===== config.mk =====
export PLATFORM = sky130hd
export DESIGN_NAME = abr_ctrl
export DESIGN_NICKNAME = d
export VERILOG_FILES = /design/src/sv/abr_pkg.sv /design/src/sv/abr_ctrl.sv
export SDC_FILE = /design/constraint.sdc
export NUM_CORES = 1
export LEC_CHECK = 0
export ABC_AREA = 1
export BUFFER_PORTS_ARGS = -buffer_cell sky130_fd_sc_hd__buf_2
export CAP_MARGIN = 20
export CORE_AREA = 3 3 40 42
export DETAILED_ROUTE_END_ITERATION = 10
export DIE_AREA = 0 0 43 45
export SYNTH_ARGS = -nofsm -noshare
export SYNTH_HDL_FRONTEND = slang
export SYNTH_SLANG_ARGS = --single-unit

===== constraint.sdc =====
create_clock -name i_clk -period 1.1 [get_ports i_clk]
set_input_delay 0.165 -clock i_clk [delete_from_list [all_inputs] [get_ports i_clk]]
set_output_delay 0.165 -clock i_clk [all_outputs]
set_load 0.02 [all_outputs]

===== src/sv/abr_pkg.sv =====
// Shared types and codes for the allocation bounds registry.
package abr_pkg;

    localparam int ADDR_W   = 48;
    localparam int SIZE_W   = 32;
    localparam int OP_W     = 2;
    localparam int STATUS_W = 2;
    localparam int LIVE_W   = 7;

    localparam logic [OP_W-1:0] OP_REGISTER   = 2'd0;
    localparam logic [OP_W-1:0] OP_UNREGISTER = 2'd1;
    localparam logic [OP_W-1:0] OP_CHECK      = 2'd2;

    localparam logic [STATUS_W-1:0] ST_OK   = 2'd0;
    localparam logic [STATUS_W-1:0] ST_MISS = 2'd1;
    localparam logic [STATUS_W-1:0] ST_FULL = 2'd2;

    typedef struct packed {
        logic [OP_W-1:0]   operation;
        logic [ADDR_W-1:0] address;
        logic [SIZE_W-1:0] length;
    } t_in;

    typedef struct packed {
        logic [STATUS_W-1:0] status;
        logic                matched;
        logic [LIVE_W-1:0]   live_entries;
    } t_out;

    // Controller to datapath commands.
    typedef struct packed {
        logic                load;
        logic                idx_inc;
        logic                rd_last;
        logic                wr_new;
        logic                wr_move;
        logic                res_set;
        logic [STATUS_W-1:0] res_status;
        logic                res_matched;
    } t_cmd;

    // Datapath to controller status.
    typedef struct packed {
        logic [OP_W-1:0] op;
        logic            full;
        logic            empty;
        logic            hit_base;
        logic            hit_own;
        logic            idx_last;
    } t_sts;

endpackage


===== src/sv/abr_ctrl.sv =====
// Controller: sequences register, unregister and check over the entry memory.
module abr_ctrl (
    input  logic          i_clk,
    input  logic          i_rst_n,
    input  logic          i_start,
    input  abr_pkg::t_sts i_sts,
    output abr_pkg::t_cmd o_cmd,
    output logic          o_busy,
    output logic          o_done
);

    typedef enum logic [2:0] {
        S_IDLE,
        S_DISPATCH,
        S_RD,
        S_CMP,
        S_FETCH,
        S_MOVE,
        S_DONE
    } t_state;

    t_state r_state;
    t_state n_state;
    logic   r_busy;
    logic   r_done;

    assign o_busy = r_busy;
    assign o_done = r_done;

    always_comb begin
        n_state = r_state;
        o_cmd   = '0;
        unique case (r_state)
            S_IDLE: begin
                if (i_start) begin
                    o_cmd.load = 1'b1;
                    n_state    = S_DISPATCH;
                end
            end
            S_DISPATCH: begin
                o_cmd.res_set    = 1'b1;
                o_cmd.res_status = abr_pkg::ST_OK;
                n_state          = S_DONE;
                priority if (i_sts.op == abr_pkg::OP_REGISTER) begin
                    if (i_sts.full) begin
                        o_cmd.res_status = abr_pkg::ST_FULL;
                    end else begin
                        o_cmd.wr_new = 1'b1;
                    end
                end else if (i_sts.op == abr_pkg::OP_UNREGISTER ||
                             i_sts.op == abr_pkg::OP_CHECK) begin
                    if (i_sts.empty) begin
                        if (i_sts.op == abr_pkg::OP_CHECK) begin
                            o_cmd.res_status = abr_pkg::ST_MISS;
                        end
                    end else begin
                        o_cmd.res_set = 1'b0;
                        n_state       = S_RD;
                    end
                end else begin
                    // unused code: report ok and leave the table alone
                    o_cmd.res_status = abr_pkg::ST_OK;
                end
            end
            S_RD: begin
                n_state = S_CMP;
            end
            S_CMP: begin
                priority if (i_sts.op == abr_pkg::OP_UNREGISTER && i_sts.hit_base) begin
                    n_state = S_FETCH;
                end else if (i_sts.op == abr_pkg::OP_CHECK && i_sts.hit_own) begin
                    o_cmd.res_set     = 1'b1;
                    o_cmd.res_status  = abr_pkg::ST_OK;
                    o_cmd.res_matched = 1'b1;
                    n_state           = S_DONE;
                end else if (i_sts.idx_last) begin
                    o_cmd.res_set    = 1'b1;
                    o_cmd.res_status = (i_sts.op == abr_pkg::OP_CHECK) ?
                                       abr_pkg::ST_MISS : abr_pkg::ST_OK;
                    n_state          = S_DONE;
                end else begin
                    o_cmd.idx_inc = 1'b1;
                    n_state       = S_RD;
                end
            end
            S_FETCH: begin
                o_cmd.rd_last = 1'b1;
                n_state       = S_MOVE;
            end
            S_MOVE: begin
                o_cmd.wr_move     = 1'b1;
                o_cmd.res_set     = 1'b1;
                o_cmd.res_status  = abr_pkg::ST_OK;
                o_cmd.res_matched = 1'b1;
                n_state           = S_DONE;
            end
            S_DONE: begin
                n_state = S_IDLE;
            end
            default: begin
                n_state = S_IDLE;
            end
        endcase
    end

    always_ff @(posedge i_clk) begin
        if (!i_rst_n) begin
            r_state <= S_IDLE;
            r_busy  <= 1'b0;
            r_done  <= 1'b0;
        end else begin
            r_state <= n_state;
            r_busy  <= (n_state != S_IDLE);
            r_done  <= (n_state == S_DONE);
        end
    end

endmodule


-- Word-level counts from Yosys, hierarchy flattened
Index checks and enable logic that the tools add are counted.
- add/subtract/negate cells: 0
- $mul: 0
- div/mod/pow operators: 0
- magnitude comparators: 0
- equality and inequality tests: 8
- shifts and indexed selects: 0
- mux-type cells: 33
- bitwise logic cells: 0
- reductions and logical operators: 6
- operators by type and width (kind ; count):
    3-bit two-way mux ; 9
    3-bit one-hot mux with 6 select lines ; 1
    1-bit two-way mux ; 16
    3-bit == test (second input constant) ; 3
    3-bit one-hot mux with 3 select lines ; 1
    2-bit two-way mux ; 4
    3-bit by 2-bit == test with 1-bit output (second input constant) ; 2
    4-bit two-way mux ; 1
    3-bit by 1-bit == test with 1-bit output (second input constant) ; 1
    3-bit logical NOT ; 1
    3-bit nonzero test ; 1
    2-bit by 1-bit == test with 1-bit output (second input constant) ; 1
    2-bit == test (second input constant) ; 1
    1-bit logical AND ; 2
    2-bit logical NOT ; 1
    1-bit one-hot mux with 2 select lines ; 1
    1-bit logical OR ; 1
- flip-flop bits (word level): 5
- bits in latches: 0
- RAM bits: 0
- bits in read-only memories: 0
- bits of input ports: 10
- output and inout bits: 11
- logic and storage cells: 50
- memories: 0

-- Logic depth before layout (Yosys ltp)
Gate-level depths: netlist of run 1.
- word-level depth: 6
- mapped depth: 8
- depth with buffers taken out: 8

-- Worst setup path before layout of run 1
No wires, ideal clock.
- kind: reg2out
- start: register r_state[0]
- end: output o_cmd[1] (netlist name)
- arrival: 1020 ps
- data required time: 935 ps
- setup slack: -85 ps
- cell stages (with the launch flop): 5
- path buffers: 0
- cell sequence: dfxtp_1 > nand2_1 > nor2_4 > nand4_1 > a21oi_1
- RTL lines (item ; RTL line ; source):
    start: declaration ; abr_ctrl.sv:22 ; t_state r_state;
    start signal: assignment ; abr_ctrl.sv:112 ; r_state <= n_state;
    end: declaration ; abr_ctrl.sv:7 ; output abr_pkg::t_cmd o_cmd,

==> impl_metrics.ini, run 1 <==
[floorplanning]
die_area_um2 = 1935
core-area_um2 = 1285
io_pins = 21
die_y_um = 45
initial_utilization_pct = 31.84
row_count = 13
die_w_um = 43

[route]
drtPass1Iterations = 2
antenna_left = 0
post-route-drc-count = 0
wl_um = 1169
vias = 511
wl_per_cell_um = 10.17
viasPerCell = 4.443
drt_iter0_markers = 2

[pwr]
clkPwrFrac_pct = 24.4
switchingPower_uw = 319.2
p_int_uw = 545.4
ir_drop_mv = 0.9167
p_seq_share_pct = 28.3
switching_share_pct = 36.92
p_leak_nw = 0.3886
power_density_nw_per_um2 = 1131
pwr-share-comb_pct = 47.3

[sta]
drv_slew = 0
layout_worst_path_cycle_share_pct = 125.1
fin_skew_ns = 0.0007404
rsz0062_at_grt = true
setup_viol = 9
relSlewSlack_pct = 86.23
tightest_slew_ns = 0.2065
fmax_mhz = 726.7
fin_crit_ns = 1.376
finalWorstSetupSlack_ns = -0.2761
finalHoldViolations = 0
hold_ws_ns = 0.1556

[yosys]
yosysUniqueCellTypes = 20
synthesis.area_um2 = 409.1
syn_nets = 75
yosys_warnings = 0
synth_top_area_share_pct = 24.46
netlist_instances = 62
yosysTopAreaCell = dfxtp_1
syn_area_per_cell_um2 = 6.599
synth-seq-cells = 5
synthTopCellsByArea = dfxtp_1, nand2_1, ha_1
synth-seq-area-share_pct = 24.46

[clock_network]
worst_skew_pair.late_latency_ns = 0.24
cts-hold-fix-buffers = 0
cts_root_buf = clkbuf_4
ctsHtreeMaxLevel = 1
cts_buffers = 3
clk_pin_slew_ns = 0.04
cts_tree = done
cts.sink_count = 5
cts_buffer_depth = 2

[place]
place_ws_ns = -0.1719
gp_congestion = 0.7230
port_buffers = 20
dpl.hpwl_um = 864.8

[finish]
multi_input_area_um2 = 317.8
drive_gt1_share_pct = 63.00
regArea_um2 = 106.4
final_core_util_pct = 59.49
fin_nets = 114
fillCellCount = 136
syn_to_final_growth_pct = 86.85
diodes = 0

[flow_run]
drv_cap = 0

[critical_path]
reg2reg_depth = 6
required_ns = 0.94
cp.depth = 6
critPathLaunchType = flop
crit_family = flip-flops
reg2reg_slack_ns = 0.03
slowest_stage = dfxtp_2
worstPathCellList = inv_2 > nand2_4 > nor2_4 > nand4_1 > a21oi_2 > buf_4
critical_path_class = reg -> out
cp.arrival_ns = 1.21
cp_max_fo = 4
cp_num_buf_inv = 2
slowest_delay_ns = 0.33
critPathCaptureType = output pin

[global_routing]
gr-usage-met1_pct = 13.25
grt.busiest_layer = met2
grt_max_degree = 6
grt_pass1_wl_um = 1980
grtUsageTotal_pct = 13.82
grtUsageMet3_pct = 5.578
grt_pass1_vias = 514
grtUsageMet2_pct = 26.05
grt.overflow.total = 0
antenna_found_initial = 0

[hold_path]
hold_class = in -> reg
hold_depth = 3

[run_status]
violations = setup timing
status = finished with violations
==> flip-flops by register name (all words and copies together), names as in the netlist <==
name / flops
r_state: 3
o_done: 1
o_busy: 1
==> synth_stat cells (all sizes together) <==
cell / n
nor3: 2
o21ai: 1
o21bai: 1
inv: 12
dfxtp: 5
nand2: 16
nand3: 5
buf: 1
nand3b: 1
o22ai: 1
a21oi: 4
nor2: 8
nand4: 2
ha: 3
==> cell families (layout without fill, tap and decap cells) <==
group,count (synthesis),count (layout),share of synthesized area (%)
DFF,5,5,24.47
AOI/OAI and AO/OA,7,7,10.40
buffers and inverters,13,51,13.76
and+or+nand+nor,34,34,42.20
adders and majority gates,3,3,9.175
==> worst reg2reg max path, stage by stage, from the launching register on <==
cell,delay (ns)
dfxtp_4,0.37
nand2_2,0.07
nor2_4,0.13
buf_4,0.13
nand3_2,0.07
buf_4,0.15
a21oi_2,0.11
==> cell type report <==
class                           count  area share (%)
Sequential cell                     5           13.91
Inverter                           12           5.892
Multi-Input combinational cell     44           41.57
Clock buffer                        4           3.437
Tap cell                           15           2.455
Timing Repair Buffer               35           32.73
==> path summary, 6_finish.rpt <==
path / startpoint / end
max: r_state[1] / o_cmd[1]
min: i_rst_n / o_busy
max reg2reg: r_state[0] / o_done
min reg2reg: r_state[1] / r_state[0]
==> placed cells by master (no fill, tap or decap), drive strengths merged <==
| master | count |
|---|---|
| nor3 | 2 |
| buf | 35 |
| nand3 | 5 |
| clkbuf | 4 |
| inv | 12 |
| nand3b | 1 |
| nand2 | 16 |
| o21bai | 1 |
| a21oi | 4 |
| nand4 | 2 |
| dfxtp | 5 |
| nor2 | 8 |
| o22ai | 1 |
| o21ai | 1 |
| ha | 3 |
==> metal layers <==
layer | up-vias | wire, um
met3 | 2 | 69
li1 | 273 | -
met5 | - | 0
met4 | 0 | 7
met2 | 14 | 644
met1 | 222 | 448
==> power by group through the flow <==
stage	registers, mW	logic [mW]	clock network, mW
finish	0.245	0.409	0.211
global route	0.248	0.449	0.235
CTS	0.241	0.385	0.220
detailed placement	0.236	0.331	0
global placement	0.236	0.326	0
floorplan	0.242	0.191	0
==> metrics by stage <==
step                std cells  power (mW)  TNS (ns)  instance area [um2]
detailed placement        109      0.5673   -0.7233                624.3
CTS                       115      0.8457    -1.849                726.9
finish                    115      0.8647    -1.685                764.5
global placement          109      0.5626   -0.6245                624.3
floorplan                  62      0.4329         0                419.2
global route              115      0.9323    -2.471                764.5
==> timing repair <==
item                                    CTS  global route
pin swaps                                 3             4
endpoints found under the hold margin     0             0
gates resized for setup                  21            11
endpoints found under the setup margin   10            11
setup buffers                             2             0
(Power assumes the default switching activity.)
==> run 2: changes to the inputs <==
MAX_ROUTING_LAYER = met4   (was not set)
==> run 2 against run 1 <==
  * The flow still finishes with violations (setup timing)
  * Critical path type unchanged
  * Final area is the same
  * Highest routed layer unchanged
  * Worst hold slack stayed put
  * Largest power group unchanged
  * Setup slack did not move
  * Clock-buffer cell count unchanged
  * Clock skew stayed put
  * Fmax is the same
  * Wire length stayed put
  * Clock power barely moved
  * Register-to-register slack hardly changed
  * First-iteration DRC count stayed put
  * Non-clock buffer count is the same
==> impl_metrics.ini, run 2 (same netlist as run 1, synthesis figures left out) <==
[global_routing]
grt.overflow.total = 0
antenna_found_initial = 0
grt_pass1_vias = 515
grtUsageTotal_pct = 14.24
grt_pass1_wl_um = 1987
grt_max_degree = 6

[finish]
mostFrequentLayoutCells = buf_4, nand2_1, buf_2
syn_to_final_growth_pct = 86.85
final_core_util_pct = 59.49
final_common_cell = buf_4
largest_reg_flops = 3
fin_nets = 114
stdcell_area_um2 = 764.5
regMostFlops = r_state
diodes = 0
drive_gt1_share_pct = 63.00

[route]
viasPerCell = 4.443
post-route-drc-count = 0
vias = 511
drt_iter0_markers = 2
antenna_left = 0
wl_um = 1169
drtPass1Iterations = 2
wl_per_cell_um = 10.17

[pwr]
clkPwrFrac_pct = 24.4
p_leak_nw = 0.3886
switchingPower_uw = 319.2
ir_drop_mv = 0.9167
switching_share_pct = 36.92
total_power_uw = 864.7
power_density_nw_per_um2 = 1131
pwr-share-comb_pct = 47.3
p_seq_share_pct = 28.3
p_int_uw = 545.4

[clock_network]
cts_buffers = 3
cts-hold-fix-buffers = 0
clk_pin_slew_ns = 0.04
cts_tree = done
cts.sink_count = 5
worst_skew_pair.late_latency_ns = 0.24
ctsHtreeMaxLevel = 1
cts_buffer_depth = 2
cts_root_buf = clkbuf_4

[hold_path]
hold_class = in -> reg

[critical_path]
reg2reg_slack_ns = 0.03
cp.arrival_ns = 1.21
required_ns = 0.94
cp_max_fo = 4
cp_num_buf_inv = 2
slowest_delay_ns = 0.33
worstPathCellList = inv_2 > nand2_4 > nor2_4 > nand4_1 > a21oi_2 > buf_4
critPathCaptureType = output pin
critical_path_class = reg -> out
slowest_stage = dfxtp_2
critPathLaunchType = flop
crit_family = flip-flops

[sta]
hold_ws_ns = 0.1556
fin_crit_ns = 1.376
tns_ns = -1.685
layout_worst_path_cycle_share_pct = 125.1
setup_viol = 9
fmax_mhz = 726.7
relSlewSlack_pct = 86.23
fin_skew_ns = 0.0007404
finalHoldViolations = 0
rsz0062_at_grt = true
tightest_slew_ns = 0.2065
drv_slew = 0
finalWorstSetupSlack_ns = -0.2761

[floorplanning]
core-area_um2 = 1285
die_area_um2 = 1935
die_y_um = 45
die_w_um = 43
row_count = 13
initial_utilization_pct = 31.84
io_pins = 21

[run_status]
violations = setup timing
status = finished with violations

[place]
dpl.hpwl_um = 864.8
gp_congestion = 0.7315
port_buffers = 20
placed_area_um2 = 624.3

[flow_run]
drv_cap = 0
## run 2: cell counts in the layout (fill, tap and decap cells not counted)
Identical to the previous run, type by type.
## run 2: path summary, 6_finish.rpt
check,startpoint,end,cells after the start
max,r_state[1],o_cmd[1],6
min,i_rst_n,o_busy,3
max reg2reg,r_state[0],o_done,6
min reg2reg,r_state[1],r_state[0],4
## run 2: cell type report
class	count	area, um2
Fill cell	136	520.5
Tap cell	15	18.77
Timing Repair Buffer	35	250.2
Sequential cell	5	106.4
Multi-Input combinational cell	44	317.8
Clock buffer	4	26.28
Inverter	12	45.04
## run 2: power by group through the flow
| stage | Combinational [mW] | Sequential (mW) | Clock (mW) |
|---|---|---|---|
| floorplan | 0.191 | 0.242 | 0 |
| global placement | 0.326 | 0.236 | 0 |
| detailed placement | 0.331 | 0.236 | 0 |
| CTS | 0.385 | 0.241 | 0.220 |
| global route | 0.449 | 0.248 | 0.235 |
| finish | 0.409 | 0.245 | 0.211 |
## run 2: per-layer routing
layer  track usage, %  up-vias  part of all wire [%]
li1                 -      273                     -
met1            13.25      222                    38
met2            26.05       14                    55
met3            5.578        2                   5.9
met4            6.024        0                  0.60
met5                -        -                     0
## run 2: tightest hold or removal path, cell delays in order
cell and delay (ns):
buf_2 0.09, nand2_1 0.05, nand2_1 0.05
## run 2: what timing repair did
item,CTS,global route
buffers inserted,2,0
setup endpoints to repair,10,11
resized for setup,21,11
pin swaps,3,4
## run 2: through the flow
step | setup WS (ns) | cells
after detailed placement | -0.1719 | 109
after global placement | -0.1548 | 109
after global routing | -0.3834 | 115
after CTS | -0.2962 | 115
after floorplan | 0.0004990 | 62
final | -0.2761 | 115
==> run 3: changes to the inputs <==
CAP_MARGIN = not set   (was 20)
SETUP_SLACK_MARGIN = 0.5   (was not set)
==> run 3 against run 2 <==
  * Critical path type unchanged
  * Critical path depth fell by 1
  * Clock-buffer cell count decreased by 1
  * Total power is 18% higher
  * The run still ends with setup timing left
==> impl_metrics.ini, run 3 (same netlist as run 1, synthesis figures left out) <==
[finish]
diodes = 0
mostFrequentLayoutCells = buf_6, buf_4, buf_2
stdcell_area_um2 = 923.4
regMostFlops = r_state
final_common_cell = buf_6
final_core_util_pct = 71.86
drive_gt1_share_pct = 79.00
layoutNonFillerInstCount = 115
fin_nets = 114
syn_to_final_growth_pct = 125.7
largest_reg_flops = 3

[route]
drt_iter0_markers = 8
antenna_left = 0
vias = 534
post-route-drc-count = 0
viasPerCell = 4.643
drtPass1Iterations = 4
wl_um = 1296
wl_per_cell_um = 11.27

[sta]
fin_crit_ns = 1.421
tightest_slew_ns = 0.1675
finalWorstSetupSlack_ns = -0.3207
drv_slew = 0
fmax_mhz = 703.9
relSlewSlack_pct = 88.83
fin_skew_ns = 0.01174
layout_worst_path_cycle_share_pct = 129.2
rsz0062_at_grt = true
finalHoldViolations = 0
setup_viol = 11

[critical_path]
worstPathCellList = buf_12 > nor2_4 > nand4_1 > a21oi_2 > buf_4
cp_num_buf_inv = 2
slowest_delay_ns = 0.34
critPathCaptureType = output pin
critPathLaunchType = flop
cp_max_fo = 6
critical_path_class = reg -> out
cp.arrival_ns = 1.26
crit_family = flip-flops
required_ns = 0.94
slowest_stage = dfxtp_2

[global_routing]
grt_pass1_wl_um = 2049
grt_pass1_vias = 524
grt.overflow.total = 0
antenna_found_initial = 0
grt_max_degree = 9
grtUsageTotal_pct = 14.48

[place]
dpl.hpwl_um = 1002
gp_congestion = 0.7555
port_buffers = 20
placed_area_um2 = 714.4
dp.cells = 106

[floorplanning]
initial_utilization_pct = 31.84
io_pins = 21
die_y_um = 45
row_count = 13
core-area_um2 = 1285
die_area_um2 = 1935
die_w_um = 43

[pwr]
switchingPower_uw = 399.8
clkPwrFrac_pct = 22.6
p_int_uw = 617.6
ir_drop_mv = 0.5172
power_density_nw_per_um2 = 1102
pwr-share-comb_pct = 53.7
p_seq_share_pct = 23.7
p_leak_nw = 0.4268
switching_share_pct = 39.30

[clock_network]
cts-hold-fix-buffers = 0
cts.sink_count = 5
cts_root_buf = clkbuf_4
worst_skew_pair.late_latency_ns = 0.26
clk_pin_slew_ns = 0.06
cts_tree = done
ctsHtreeMaxLevel = 1
cts_buffer_depth = 2
cts_buffers = 3

[flow_run]
drv_cap = 0

[hold_path]
hold_class = in -> reg

[run_status]
status = finished with violations
violations = setup timing
## run 3: cell count changes in the layout (fill, tap and decap cells not counted), moves of 3 or more
cell,change
buf_4,-10
inv_1,-4
buf_6,+12
buf_2,-3
nand2_1,-4
## run 3: path summary, 6_finish.rpt
kind | depth (start not counted) | endpoint | slack, ns | from
max | 5 | o_cmd[1] | -0.32 | r_state[2]
min | 3 | r_state[2] | 0.14 | i_rst_n
max reg2reg | 8 | o_busy | -0.03 | r_state[2]
min reg2reg | 3 | r_state[0] | 0.60 | r_state[1]
## run 3: power groups by stage
stage	registers [mW]	clock network, mW	logic, mW
detailed placement	0.235	0	0.416
global route	0.242	0.245	0.590
finish	0.241	0.230	0.547
floorplan	0.249	0	0.253
global placement	0.233	0	0.411
CTS	0.239	0.236	0.477
## run 3: area by class of cell
type	count	area, um2
Multi-Input combinational cell	44	380.4
Fill cell	106	361.6
Timing Repair Buffer	35	315.3
Sequential cell	5	111.4
Inverter	12	70.07
Clock buffer	3	22.52
Tap cell	15	18.77
Clock inverter	1	5.005
## run 3: worst min-delay path, cell delays in order
cell	delay, ns
buf_2	0.10
nand2_2	0.06
inv_2	0.04
## run 3: stage by stage
stage	power (mW)	hold slack [ns]	setup slack (ns)	TNS, ns
3_3_place_gp	0.6442	0.4010	-0.2431	-1.016
2_1_floorplan	0.5014	0.2754	0.01872	0
3_5_place_dp	0.6515	0.4048	-0.2700	-1.058
4_1_cts	0.9521	0.1413	-0.3368	-2.309
6_report	1.017	0.1393	-0.3207	-2.261
5_1_grt	1.077	0.1521	-0.3844	-2.839
## run 3: what timing repair did
item | CTS | global route
resized for setup | 29 | 17
pin swaps | 7 | 11
setup buffers | 2 | 3
endpoints found under the setup margin | 16 | 16
## run 3: metal layers
| metal | vias up | track usage [%] | wire [um] |
|---|---|---|---|
| met5 | - | - | 0 |
| met4 | 0 | 6.627 | 27 |
| met3 | 4 | 2.789 | 52 |
| met2 | 18 | 25.75 | 718 |
| met1 | 239 | 15.63 | 498 |
| li1 | 273 | - | - |
